--- src/design/speed_incremental_pi_top_defines.svh ---
// ----------------------------------------------------------------------------
// Assertion macros for speed_incremental_pi_top
// Shared property forms: same-cycle and next-cycle implications under reset.
// ----------------------------------------------------------------------------
`ifndef SPEED_INCREMENTAL_PI_TOP_DEFINES_SVH
`define SPEED_INCREMENTAL_PI_TOP_DEFINES_SVH

// consequent must hold in the same cycle as the antecedent
`define SIP_ASSERT_SAME(label, clk, rst_n, ante, cons, msg) \
    label: assert property (@(posedge clk) disable iff (!rst_n) (ante) |-> (cons)) \
        else $error(msg);

// consequent must hold in the cycle after the antecedent
`define SIP_ASSERT_NEXT(label, clk, rst_n, ante, cons, msg) \
    label: assert property (@(posedge clk) disable iff (!rst_n) (ante) |=> (cons)) \
        else $error(msg);

`endif

--- src/design/sip_pkg.sv ---
`timescale 1ns / 1ps
// ----------------------------------------------------------------------------
// sip_pkg
// Widths, constants, register indexes and the controller command bundle.
// ----------------------------------------------------------------------------
package sip_pkg;

    localparam int TGT_W      = 12;
    localparam int MEAS_W     = 16;
    localparam int GAIN_W     = 16;
    localparam int DRV_W      = 24;
    localparam int CNT_W      = 32;
    localparam int ACC_W      = 32;
    localparam int ACC_FRAC   = 8;
    localparam int CFG_IDX_W  = 2;
    localparam int CFG_DATA_W = 24;

    localparam int ERR_WIDTH_DEF = 24;

    // error before saturation fits 23 bits signed
    localparam int RAW_W = 24;

    localparam int MEAS_OFS   = 50;
    localparam int MEAS_SCALE = 10;
    localparam int SPEED_BIAS = 1200;
    localparam int I_LIMIT    = 5500;
    localparam int SETTLE_LIM = 10;

    // |err| <= 5500 fits 14 bits signed, ki*|err| fits 30 bits
    localparam int IWIN_W = 14;
    localparam int IMAG_W = GAIN_W + IWIN_W;
    // x/20 = floor(floor(x/4) * 0xCCCCCCCD / 2^34), exact below 2^32
    localparam logic [31:0] RECIP5   = 32'hCCCC_CCCD;
    localparam int          RECIP_SH = 34;
    localparam int          Q_W      = 25;

    localparam logic [CFG_IDX_W-1:0] REG_BASIC_GAIN = 2'd0;
    localparam logic [CFG_IDX_W-1:0] REG_KP_GAIN    = 2'd1;
    localparam logic [CFG_IDX_W-1:0] REG_KI_GAIN    = 2'd2;
    localparam logic [CFG_IDX_W-1:0] REG_DRIVE_MAX  = 2'd3;

    localparam logic [GAIN_W-1:0] BASIC_GAIN_RST = 16'd256;
    localparam logic [DRV_W-1:0]  DRIVE_MAX_RST  = 24'h7F_FFFF;

    typedef struct packed {
        logic in_load;
        logic mul_a;
        logic err_calc;
        logic mul_b;
        logic div;
        logic sum;
        logic clamp;
        logic out_load;
    } t_dp_cmd;

endpackage

--- src/design/sip_in_if.sv ---
`timescale 1ns / 1ps
// ----------------------------------------------------------------------------
// sip_in_if
// Input channel: valid/ready handshake with one control tick per word.
// ----------------------------------------------------------------------------
interface sip_in_if;
    logic                                valid;
    logic                                ready;
    logic        [sip_pkg::TGT_W-1:0]    target_speed;
    logic signed [sip_pkg::MEAS_W-1:0]   measured_speed;
    logic                                running;

    modport source (
        output valid, target_speed, measured_speed, running,
        input  ready
    );
    modport sink (
        input  valid, target_speed, measured_speed, running,
        output ready
    );
endinterface

--- src/design/sip_out_if.sv ---
`timescale 1ns / 1ps
// ----------------------------------------------------------------------------
// sip_out_if
// Output channel: valid/ready handshake carrying drive and settle count.
// ----------------------------------------------------------------------------
interface sip_out_if;
    logic                               valid;
    logic                               ready;
    logic signed [sip_pkg::DRV_W-1:0]   drive;
    logic        [sip_pkg::CNT_W-1:0]   settled_count;

    modport source (
        output valid, drive, settled_count,
        input  ready
    );
    modport sink (
        input  valid, drive, settled_count,
        output ready
    );
endinterface

--- src/design/sip_ctrl.sv ---
`timescale 1ns / 1ps
// ----------------------------------------------------------------------------
// sip_ctrl
// Sequencer that walks one word through the datapath stages.
// ----------------------------------------------------------------------------
module sip_ctrl (
    input  logic             i_clk,
    input  logic             i_rst_n,
    input  logic             i_in_valid,
    output logic             o_in_ready,
    input  logic             i_out_ready,
    output logic             o_out_valid,
    output sip_pkg::t_dp_cmd o_cmd
);

    typedef enum logic [2:0] {
        S_IDLE,
        S_MUL_A,
        S_ERR,
        S_MUL_B,
        S_DIV,
        S_SUM,
        S_CLAMP,
        S_OUT
    } t_state;

    t_state r_state;
    t_state n_state;
    logic   r_out_valid;
    logic   w_slot_free;

    assign w_slot_free = !r_out_valid || i_out_ready;
    assign o_in_ready  = (r_state == S_IDLE);
    assign o_out_valid = r_out_valid;

    always_comb begin
        o_cmd   = '0;
        n_state = r_state;
        case (r_state)
            S_IDLE: begin
                if (i_in_valid) begin
                    o_cmd.in_load = 1'b1;
                    n_state       = S_MUL_A;
                end
            end
            S_MUL_A: begin
                o_cmd.mul_a = 1'b1;
                n_state     = S_ERR;
            end
            S_ERR: begin
                o_cmd.err_calc = 1'b1;
                n_state        = S_MUL_B;
            end
            S_MUL_B: begin
                o_cmd.mul_b = 1'b1;
                n_state     = S_DIV;
            end
            S_DIV: begin
                o_cmd.div = 1'b1;
                n_state   = S_SUM;
            end
            S_SUM: begin
                o_cmd.sum = 1'b1;
                n_state   = S_CLAMP;
            end
            S_CLAMP: begin
                o_cmd.clamp = 1'b1;
                n_state     = S_OUT;
            end
            S_OUT: begin
                // wait until the previous word has left the output register
                if (w_slot_free) begin
                    o_cmd.out_load = 1'b1;
                    n_state        = S_IDLE;
                end
            end
            default: begin
                n_state = S_IDLE;
            end
        endcase
    end

    always_ff @(posedge i_clk) begin
        if (!i_rst_n) begin
            r_state     <= S_IDLE;
            r_out_valid <= 1'b0;
        end else begin
            r_state <= n_state;
            if (o_cmd.out_load) begin
                r_out_valid <= 1'b1;
            end else if (i_out_ready) begin
                r_out_valid <= 1'b0;
            end
        end
    end

endmodule

--- src/design/sip_dp.sv ---
`timescale 1ns / 1ps
// ----------------------------------------------------------------------------
// sip_dp
// Datapath: config registers, error, PI increments, accumulator, counter.
// ----------------------------------------------------------------------------
module sip_dp #(
    parameter int ERR_WIDTH = sip_pkg::ERR_WIDTH_DEF
) (
    input  logic                                i_clk,
    input  logic                                i_rst_n,
    input  sip_pkg::t_dp_cmd                    i_cmd,
    input  logic                                i_cfg_we,
    input  logic [sip_pkg::CFG_IDX_W-1:0]       i_cfg_idx,
    input  logic [sip_pkg::CFG_DATA_W-1:0]      i_cfg_wdata,
    input  logic [sip_pkg::TGT_W-1:0]           i_target_speed,
    input  logic signed [sip_pkg::MEAS_W-1:0]   i_measured_speed,
    input  logic                                i_running,
    output logic signed [sip_pkg::DRV_W-1:0]    o_drive,
    output logic [sip_pkg::CNT_W-1:0]           o_settled_count
);

    localparam int GW    = sip_pkg::GAIN_W;
    localparam int RW    = sip_pkg::RAW_W;
    localparam int AW    = sip_pkg::ACC_W;
    localparam int PROD_W = sip_pkg::TGT_W + GW;
    localparam int SPD_W = PROD_W - sip_pkg::ACC_FRAC;
    localparam int SAT_W = ((RW > ERR_WIDTH) ? RW : ERR_WIDTH) + 1;
    localparam int PP_W  = ERR_WIDTH + GW + 2;
    localparam int SUM_W = ((PP_W > AW) ? PP_W : AW) + 2;
    localparam int IW    = sip_pkg::IWIN_W;
    localparam int IMW   = sip_pkg::IMAG_W;
    localparam int QW    = sip_pkg::Q_W;
    localparam int QP_W  = IMW - 2 + 32;

    localparam logic signed [RW-1:0] C_OFS   = RW'(sip_pkg::MEAS_OFS);
    localparam logic signed [RW-1:0] C_SCALE = RW'(sip_pkg::MEAS_SCALE);
    localparam logic signed [RW-1:0] C_BIAS  = RW'(sip_pkg::SPEED_BIAS);
    localparam logic signed [SAT_W-1:0] C_EMAX =
        SAT_W'((64'd1 << (ERR_WIDTH - 1)) - 64'd1);
    localparam logic signed [SAT_W-1:0] C_EMIN = -C_EMAX - SAT_W'(1);
    localparam logic signed [ERR_WIDTH-1:0] C_ILIM_P = ERR_WIDTH'(sip_pkg::I_LIMIT);
    localparam logic signed [ERR_WIDTH-1:0] C_ILIM_N = -C_ILIM_P;
    localparam logic signed [ERR_WIDTH-1:0] C_SLIM_P = ERR_WIDTH'(sip_pkg::SETTLE_LIM);
    localparam logic signed [ERR_WIDTH-1:0] C_SLIM_N = -C_SLIM_P;
    localparam logic signed [AW-1:0] C_ACC_MIN = {1'b1, {(AW-1){1'b0}}};

    // configuration
    logic        [GW-1:0]                r_basic_gain;
    logic        [GW-1:0]                r_kp_gain;
    logic        [GW-1:0]                r_ki_gain;
    logic signed [sip_pkg::DRV_W-1:0]    r_drive_max;

    // loop state
    logic signed [ERR_WIDTH-1:0]         r_prev;
    logic signed [AW-1:0]                r_acc;
    logic        [sip_pkg::CNT_W-1:0]    r_cnt;

    // stage registers
    logic        [sip_pkg::TGT_W-1:0]    r_tgt;
    logic signed [sip_pkg::MEAS_W-1:0]   r_meas;
    logic                                r_run;
    logic        [PROD_W-1:0]            r_spd_prod;
    logic signed [RW-1:0]                r_mterm;
    logic signed [ERR_WIDTH-1:0]         r_err;
    logic signed [PP_W-1:0]              r_pprod;
    logic        [IMW-1:0]               r_iprod;
    logic                                r_ineg;
    logic                                r_settle;
    logic signed [QW:0]                  r_iinc;
    logic signed [SUM_W-1:0]             r_sum;
    logic signed [sip_pkg::DRV_W-1:0]    r_o_drive;
    logic        [sip_pkg::CNT_W-1:0]    r_o_cnt;

    logic signed [RW-1:0]                w_raw;
    logic signed [SAT_W-1:0]             w_raw_x;
    logic signed [ERR_WIDTH-1:0]         n_err;
    logic signed [ERR_WIDTH:0]           w_diff;
    logic                                w_iwin;
    logic                                w_swin;
    logic signed [IW-1:0]                w_elow;
    logic        [IW-1:0]                w_emag;
    logic        [QP_W-1:0]              w_qprod;
    logic        [QW-1:0]                w_q;
    logic signed [SUM_W-1:0]             w_cap;
    logic signed [SUM_W-1:0]             w_min;
    logic signed [AW-1:0]                n_acc;

    // error, exact then saturated
    assign w_raw   = $signed({{(RW - SPD_W){1'b0}},
                              r_spd_prod[PROD_W-1:sip_pkg::ACC_FRAC]})
                     - r_mterm - C_BIAS;
    assign w_raw_x = {{(SAT_W - RW){w_raw[RW-1]}}, w_raw};
    always_comb begin
        if (w_raw_x > C_EMAX) begin
            n_err = ERR_WIDTH'(C_EMAX);
        end else if (w_raw_x < C_EMIN) begin
            n_err = ERR_WIDTH'(C_EMIN);
        end else begin
            n_err = ERR_WIDTH'(w_raw_x);
        end
    end

    assign w_diff = {r_err[ERR_WIDTH-1], r_err} - {r_prev[ERR_WIDTH-1], r_prev};
    assign w_iwin = r_run && (r_err <= C_ILIM_P) && (r_err >= C_ILIM_N);
    assign w_swin = r_run && (r_err <= C_SLIM_P) && (r_err >= C_SLIM_N);
    assign w_elow = r_err[IW-1:0];
    assign w_emag = w_elow[IW-1] ? IW'(-w_elow) : IW'(w_elow);

    // divide by twenty: drop two bits, then reciprocal of five
    assign w_qprod = r_iprod[IMW-1:2] * sip_pkg::RECIP5;
    assign w_q     = w_qprod[sip_pkg::RECIP_SH+QW-1:sip_pkg::RECIP_SH];

    assign w_cap = SUM_W'($signed({r_drive_max, {sip_pkg::ACC_FRAC{1'b0}}}));
    assign w_min = SUM_W'(C_ACC_MIN);
    always_comb begin
        if (r_sum >= w_cap) begin
            n_acc = AW'(w_cap);
        end else if (r_sum < w_min) begin
            n_acc = C_ACC_MIN;
        end else begin
            n_acc = AW'(r_sum);
        end
    end

    // config and loop state
    always_ff @(posedge i_clk) begin
        if (!i_rst_n) begin
            r_basic_gain <= sip_pkg::BASIC_GAIN_RST;
            r_kp_gain    <= '0;
            r_ki_gain    <= '0;
            r_drive_max  <= sip_pkg::DRIVE_MAX_RST;
            r_prev       <= '0;
            r_acc        <= '0;
            r_cnt        <= '0;
        end else begin
            if (i_cfg_we) begin
                case (i_cfg_idx)
                    sip_pkg::REG_BASIC_GAIN: r_basic_gain <= i_cfg_wdata[GW-1:0];
                    sip_pkg::REG_KP_GAIN:    r_kp_gain    <= i_cfg_wdata[GW-1:0];
                    sip_pkg::REG_KI_GAIN:    r_ki_gain    <= i_cfg_wdata[GW-1:0];
                    sip_pkg::REG_DRIVE_MAX:  r_drive_max  <= i_cfg_wdata;
                    default: ;
                endcase
            end
            if (i_cmd.clamp) begin
                r_acc  <= n_acc;
                r_prev <= r_err;
                if (r_settle) begin
                    r_cnt <= r_cnt + 1'b1;
                end
            end
        end
    end

    // stage registers
    always_ff @(posedge i_clk) begin
        if (i_cmd.in_load) begin
            r_tgt  <= i_target_speed;
            r_meas <= i_measured_speed;
            r_run  <= i_running;
        end
        if (i_cmd.mul_a) begin
            r_spd_prod <= r_tgt * r_basic_gain;
            r_mterm    <= (RW'(r_meas) - C_OFS) * C_SCALE;
        end
        if (i_cmd.err_calc) begin
            r_err <= n_err;
        end
        if (i_cmd.mul_b) begin
            r_pprod  <= $signed({1'b0, r_kp_gain}) * w_diff;
            r_iprod  <= w_iwin ? (r_ki_gain * w_emag) : '0;
            r_ineg   <= r_err[ERR_WIDTH-1];
            r_settle <= w_swin;
        end
        if (i_cmd.div) begin
            r_iinc <= r_ineg ? -$signed({1'b0, w_q}) : $signed({1'b0, w_q});
        end
        if (i_cmd.sum) begin
            r_sum <= SUM_W'(r_acc) + SUM_W'(r_pprod >>> 1) + SUM_W'(r_iinc);
        end
        if (i_cmd.out_load) begin
            r_o_drive <= r_acc[AW-1:sip_pkg::ACC_FRAC];
            r_o_cnt   <= r_cnt;
        end
    end

    assign o_drive         = r_o_drive;
    assign o_settled_count = r_o_cnt;

endmodule

--- src/design/speed_incremental_pi_top.sv ---
`timescale 1ns / 1ps
`include "speed_incremental_pi_top_defines.svh"
// ----------------------------------------------------------------------------
// speed_incremental_pi_top
// Incremental PI speed controller with integral separation, one word/tick.
// ----------------------------------------------------------------------------
// Each input word (target speed, measured speed, running flag) produces one
// output word: the integer part of the drive accumulator after the update and
// the settle count. From acceptance to the next ready, the controller steps
// the word through the datapath one stage per cycle while the output register
// can take it (capture, gain multiply, error saturation, PI multiplies,
// reciprocal divide by twenty, accumulate, clamp, output load). Only one word
// is in flight; ready is high while the sequencer is idle. The result sits in
// an output register, so a new word is accepted while the last result is
// still unread; the final stage waits only if that register is still full.
// Configuration writes land directly in the datapath registers and should be
// issued while idle. No clearing pass after reset.
// ----------------------------------------------------------------------------
module speed_incremental_pi_top #(
    // error width: sets saturation range and the previous-error register
    parameter int ERR_WIDTH = sip_pkg::ERR_WIDTH_DEF
) (
    input  logic                              i_clk,
    input  logic                              i_rst_n,
    input  logic                              i_cfg_we,
    input  logic [sip_pkg::CFG_IDX_W-1:0]     i_cfg_idx,
    input  logic [sip_pkg::CFG_DATA_W-1:0]    i_cfg_wdata,
    sip_in_if.sink                            i_in,
    sip_out_if.source                         o_out
);

    sip_pkg::t_dp_cmd w_cmd;
    logic             w_in_ready;
    logic             w_out_valid;

    // sequencer: one state per datapath stage
    sip_ctrl u_ctrl (
        .i_clk       (i_clk),
        .i_rst_n     (i_rst_n),
        .i_in_valid  (i_in.valid),
        .o_in_ready  (w_in_ready),
        .i_out_ready (o_out.ready),
        .o_out_valid (w_out_valid),
        .o_cmd       (w_cmd)
    );

    // arithmetic, loop state and the output word register
    sip_dp #(
        .ERR_WIDTH (ERR_WIDTH)
    ) u_dp (
        .i_clk            (i_clk),
        .i_rst_n          (i_rst_n),
        .i_cmd            (w_cmd),
        .i_cfg_we         (i_cfg_we),
        .i_cfg_idx        (i_cfg_idx),
        .i_cfg_wdata      (i_cfg_wdata),
        .i_target_speed   (i_in.target_speed),
        .i_measured_speed (i_in.measured_speed),
        .i_running        (i_in.running),
        .o_drive          (o_out.drive),
        .o_settled_count  (o_out.settled_count)
    );

    assign i_in.ready  = w_in_ready;
    assign o_out.valid = w_out_valid;

    // one word in flight: ready drops right after an accept
    `SIP_ASSERT_NEXT(a_one_in_flight, i_clk, i_rst_n, i_in.valid && i_in.ready, !i_in.ready, "second word accepted while busy")
    // an accepted word always starts the datapath
    `SIP_ASSERT_NEXT(a_accept_starts, i_clk, i_rst_n, w_cmd.in_load, w_cmd.mul_a, "accepted word did not enter the datapath")
    // a new result never overwrites an unread one
    `SIP_ASSERT_SAME(a_no_overwrite, i_clk, i_rst_n, w_cmd.out_load, !o_out.valid || o_out.ready, "output word overwritten before it was taken")

endmodule
--- src/flat_wrapper.sv ---
// flat-port wrapper written by rule: the top's interface ports become plain ports
module speed_incremental_pi_top_flat 
#(
                                                                         
    parameter int ERR_WIDTH = sip_pkg::ERR_WIDTH_DEF
)
  (i_clk, i_rst_n, i_cfg_we, i_cfg_idx, i_cfg_wdata, i_in_valid, i_in_target_speed, i_in_measured_speed, i_in_running, i_in_ready, o_out_valid, o_out_drive, o_out_settled_count, o_out_ready);
  sip_in_if i_in_i ();
  sip_out_if o_out_i ();
  input  logic i_clk;
  input  logic i_rst_n;
  input  logic i_cfg_we;
  input  logic [sip_pkg::CFG_IDX_W-1:0] i_cfg_idx;
  input  logic [sip_pkg::CFG_DATA_W-1:0] i_cfg_wdata;
  input wire logic [$bits(i_in_i.valid)-1:0] i_in_valid;
  input wire logic [$bits(i_in_i.target_speed)-1:0] i_in_target_speed;
  input wire logic [$bits(i_in_i.measured_speed)-1:0] i_in_measured_speed;
  input wire logic [$bits(i_in_i.running)-1:0] i_in_running;
  output wire logic [$bits(i_in_i.ready)-1:0] i_in_ready;
  output wire logic [$bits(o_out_i.valid)-1:0] o_out_valid;
  output wire logic [$bits(o_out_i.drive)-1:0] o_out_drive;
  output wire logic [$bits(o_out_i.settled_count)-1:0] o_out_settled_count;
  input wire logic [$bits(o_out_i.ready)-1:0] o_out_ready;
  assign i_in_i.valid = i_in_valid;
  assign i_in_i.target_speed = i_in_target_speed;
  assign i_in_i.measured_speed = i_in_measured_speed;
  assign i_in_i.running = i_in_running;
  assign i_in_ready = i_in_i.ready;
  assign o_out_valid = o_out_i.valid;
  assign o_out_drive = o_out_i.drive;
  assign o_out_settled_count = o_out_i.settled_count;
  assign o_out_i.ready = o_out_ready;
  speed_incremental_pi_top #(.ERR_WIDTH(ERR_WIDTH)) u_core (.i_clk(i_clk), .i_rst_n(i_rst_n), .i_cfg_we(i_cfg_we), .i_cfg_idx(i_cfg_idx), .i_cfg_wdata(i_cfg_wdata), .i_in(i_in_i), .o_out(o_out_i));
endmodule
--- config.mk ---
export PLATFORM = sky130hd
export DESIGN_NAME = speed_incremental_pi_top_flat
export DESIGN_NICKNAME = d
export VERILOG_FILES = /design/src/design/sip_pkg.sv /design/src/design/sip_in_if.sv /design/src/design/sip_out_if.sv /design/src/design/sip_ctrl.sv /design/src/design/sip_dp.sv /design/src/design/speed_incremental_pi_top.sv /design/src/flat_wrapper.sv
export VERILOG_INCLUDE_DIRS = /design/src /design/src/design
export SDC_FILE = /design/constraint.sdc
export NUM_CORES = 2
export LEC_CHECK = 0
export ABC_AREA = 1
export BUFFER_PORTS_ARGS = -buffer_cell sky130_fd_sc_hd__buf_2
export CAP_MARGIN = 20
export CORE_MARGIN = 2
export CORE_UTILIZATION = 60
export CTS_CLUSTER_DIAMETER = 150
export CTS_CLUSTER_SIZE = 14
export DETAILED_ROUTE_END_ITERATION = 10
export PLACE_DENSITY = 0.92
export SYNTH_ARGS = -nofsm -noshare
export SYNTH_HDL_FRONTEND = slang
export SYNTH_SLANG_ARGS = --single-unit
--- constraint.sdc ---
create_clock -name i_clk -period 7.2 [get_ports i_clk]
set_input_delay 0.36 -clock i_clk [delete_from_list [all_inputs] [get_ports i_clk]]
set_output_delay 0.36 -clock i_clk [all_outputs]
set_load 0.005 [all_outputs]
==> out/results.ini <==
[grt]
track_usage_pct=35.8
grt-ovfl-total=0
grt_pass1_wl_mm=310
grt_max_degree=100
grt_antenna_before_repair=9
first_global_vias=59500

[placement]
dp_hpwl_mm=159
place.gp.congestion=1.04
place_ws_ns=-0.732
io_buffers=117

[floorplan]
die_w_um=332
die_area_um2=110000
io_pins=118
core_um2=107000
num_rows=120
die_h_um=332
initial_core_util_pct=60.3

[worst_setup_path]
crit_path_max_fanout=5
required_ns=7.54
r2r-start=u_core.u_dp.r_err[0]$_SDFFCE_PN1P_
critPathLaunchType=flop
slowest_delay_ns=0.54
cp_common_cell=fa_1
crit_arrival_ns=8.24
crit-reg2reg-capture=u_core.u_dp.r_pprod[32]$_DFFE_PN_
end_kind=flop
rrSetupSlack_ns=-0.70
crit_slowest_cell=fa_1
reg2reg_depth=33
critPathKind=flop to flop

[sta]
clock_skew_ns=0.0307
rsz0062_at_grt=true
slew_violations=0
worst_pin_slew_ns=1.09
fmax_mhz=127
slew_headroom_pct=27.1
setup_tns_ns=-11.80
setup_viol=29
setup_ws_ns=-0.698
fin_crit_sh_pct=110
period_needed_ns=7.90
hold_violations=0

[clocking]
clk_path_buf_depth=3
cts_tree=built
htreeDepth=2
cts_sinks=454
cts_buffers=39
clk_pin_slew_ns=0.07
insertion_delay_ns=0.63
cts_root_buffer=clkbuf_16

[synthesis]
synth_edf_count=290
ys_seq_area_share_pct=18.6
synth_fp_nets=9500
synthCells=7823
yosys_register_bits=454
synth_flop_cell=edfxtp_1
async_reset_ff_share_pct=0
syn_area_per_cell_um2=8.24
syn_area_um2=64500
ys_types=65
ys_warn_count=0

[flow_run]
max-cap-violations=0

[route]
avgViaCountPerCell=5.76
first_pass_iters=8
drc=0
drtIter0Drc=5903
wl_per_cell_um=20.6
routed_wl_mm=204
dr_total_vias=57000
ant_nets=0

[final_layout]
syn2layout_area_growth_pct=16.3
final_layout_size_suffix_gt1_share_pct=16.3
final_nets=10100
regArea_um2=12000
final.fill_count=7363
multi_input_area_um2=46900

[run_status]
violations=setup timing
status=complete, but fails checks

[worst_hold_path]
hold_end=u_core.u_dp.r_drive_max[17]$_SDFFE_PN1P_
holdPathStages=3
hp-start=i_cfg_wdata[17]
hp-class=input port to flop

==> stage by stage <==
stage | hold WS [ns] | cell area (um2) | cells | util (%)
after global placement | 0.429 | 70500 | 9674 | 65.9
after detailed placement | 0.438 | 70500 | 9674 | 65.9
after floorplan | 0.429 | 64800 | 7823 | -
after global routing | 0.0334 | 74900 | 9879 | 70.1
after CTS | 0.0000280 | 73200 | 9817 | 68.4
final | 0.0349 | 75000 | 9887 | 70.1
==> what timing repair did <==
action,4_1_cts,5_1_grt
resized for setup,242,332
setup buffers,48,60
gates cloned,2,0
endpoints found under the hold margin,32,1
hold buffers,32,1
setup endpoints to repair,44,68
pin swaps,130,169
==> layout by cell type (no fill, tap or decap), types with 49 or more instances in the layout <==
cell      instances
nor2_1          535
xnor2_1          63
buf_2           116
a21oi_2          50
inv_2            68
buf_6            49
nand2_1        1372
dfxtp_1         164
inv_1          1841
buf_4           553
fa_1            906
ha_1            599
xor2_1          127
nor2_2           58
nand3_1         263
edfxtp_1        290
o21ai_0         216
nand2_2          93
ha_4             58
or2_2            55
a21oi_1         368
==> worst max-delay path by stage <==
stage | slack (ns) | end | from | cells past startpoint
2_1_floorplan | -0.15 | u_core.u_dp.r_pprod[40]$_DFFE_PN_ | u_core.u_dp.r_err[0]$_SDFFCE_PN1P_ | 33
3_3_place_gp | -0.45 | u_core.u_dp.r_pprod[35]$_DFFE_PN_ | u_core.u_dp.r_err[0]$_SDFFCE_PN1P_ | 38
3_5_place_dp | -0.73 | u_core.u_dp.r_pprod[40]$_DFFE_PN_ | u_core.u_dp.r_err[0]$_SDFFCE_PN1P_ | 38
4_1_cts | -0.36 | u_core.u_dp.r_pprod[40]$_DFFE_PN_ | u_core.u_dp.r_err[0]$_SDFFCE_PN1P_ | 33
5_1_grt | -0.94 | u_core.u_dp.r_pprod[32]$_DFFE_PN_ | u_core.u_dp.r_err[0]$_SDFFCE_PN1P_ | 33
6_report | -0.70 | u_core.u_dp.r_pprod[32]$_DFFE_PN_ | u_core.u_dp.r_err[0]$_SDFFCE_PN1P_ | 33
==> cell type report <==
type / instances / area share, %
Multi-Input combinational cell: 5259 / 62.5
Sequential cell: 454 / 16.0
Inverter: 1927 / 9.68
Timing Repair Buffer: 766 / 7.89
Tap cell: 1403 / 2.34
Clock buffer: 63 / 1.45
Clock inverter: 6 / 0.107
Antenna cell: 8 / 0.0267
Timing Repair inverter: 1 / 0.0100
==> state kept, by name, summed over array words and instances (netlist names), 16 cells and up <==
signal                       count
u_core.u_dp.r_basic_gain        16
u_core.u_dp.r_err               24
u_core.u_dp.r_sum               43
u_core.u_dp.r_pprod             41
u_core.u_dp.r_iinc              26
u_core.u_dp.r_spd_prod          20
u_core.u_dp.r_acc               32
u_core.u_dp.r_iprod             28
u_core.u_dp.o_settled_count     32
u_core.u_dp.r_drive_max         24
u_core.u_dp.r_meas              16
u_core.u_dp.r_cnt               32
u_core.u_dp.o_drive             24
u_core.u_dp.r_mterm             21
u_core.u_dp.r_kp_gain           16
u_core.u_dp.r_prev              24
u_core.u_dp.r_ki_gain           16
==> cells by family after synthesis <==
group	after synthesis	synth area share, %
compound gates	830	7.04
xor+xnor	196	2.67
fa+ha+maj	1617	42.4
buf+inv	2110	12.3
flops	454	18.6
simple gates	2616	16.9
==> worst max-delay path: cells and delay by family (launching register included) <==
family	cells	cell delay, ns
buf+inv	10	0.88
fa+ha+maj	9	3.90
compound gates	9	1.91
flops	1	0.40
simple gates	4	0.36
xor+xnor	1	0.17
==> synthesized netlist by cell type (5+ instances only) <==
cell	number	area (um2)
nand2_2	20	125
nor3_1	53	265
nor3_2	6	60.1
a211oi_1	8	60.1
o2111ai_1	5	43.8
xnor2_1	64	561
and3_1	6	37.5
nor2_4	7	78.8
o21bai_1	14	105
a31oi_1	32	200
clkbuf_1	154	578
inv_2	10	37.5
nand2_1	1470	5520
o21ai_1	8	40.0
or2_2	62	388
dfxtp_1	164	3280
xor2_1	131	1150
a21o_1	22	165
o211ai_1	9	67.6
buf_2	17	85.1
a21boi_0	14	105
nor2_1	603	2260
clkinv_1	11	41.3
ha_1	667	8350
nor4_1	19	119
fa_1	950	19000
nand3b_1	8	60.1
nor2_2	20	125
inv_1	1906	7150
o21ai_0	246	1230
o31ai_1	5	37.5
nand3_1	275	1380
a21oi_1	426	2130
nand4_1	43	269
edfxtp_1	290	8710
o21a_1	16	120
and2_1	5	31.3
buf_1	10	37.5
==> layer usage <==
metal,GRT usage (%),part of all wire [%],vias to the layer above
met5,0.130,0.036,-
met2,58.7,46,3515
met3,9.62,11,1020
met4,19.6,6.9,12
met1,43.0,36,27200
li1,-,-,25200
Power is left out: the tool's default activity adds up to more than one toggle a clock period on the data nets, which glitch-free logic cannot reach.
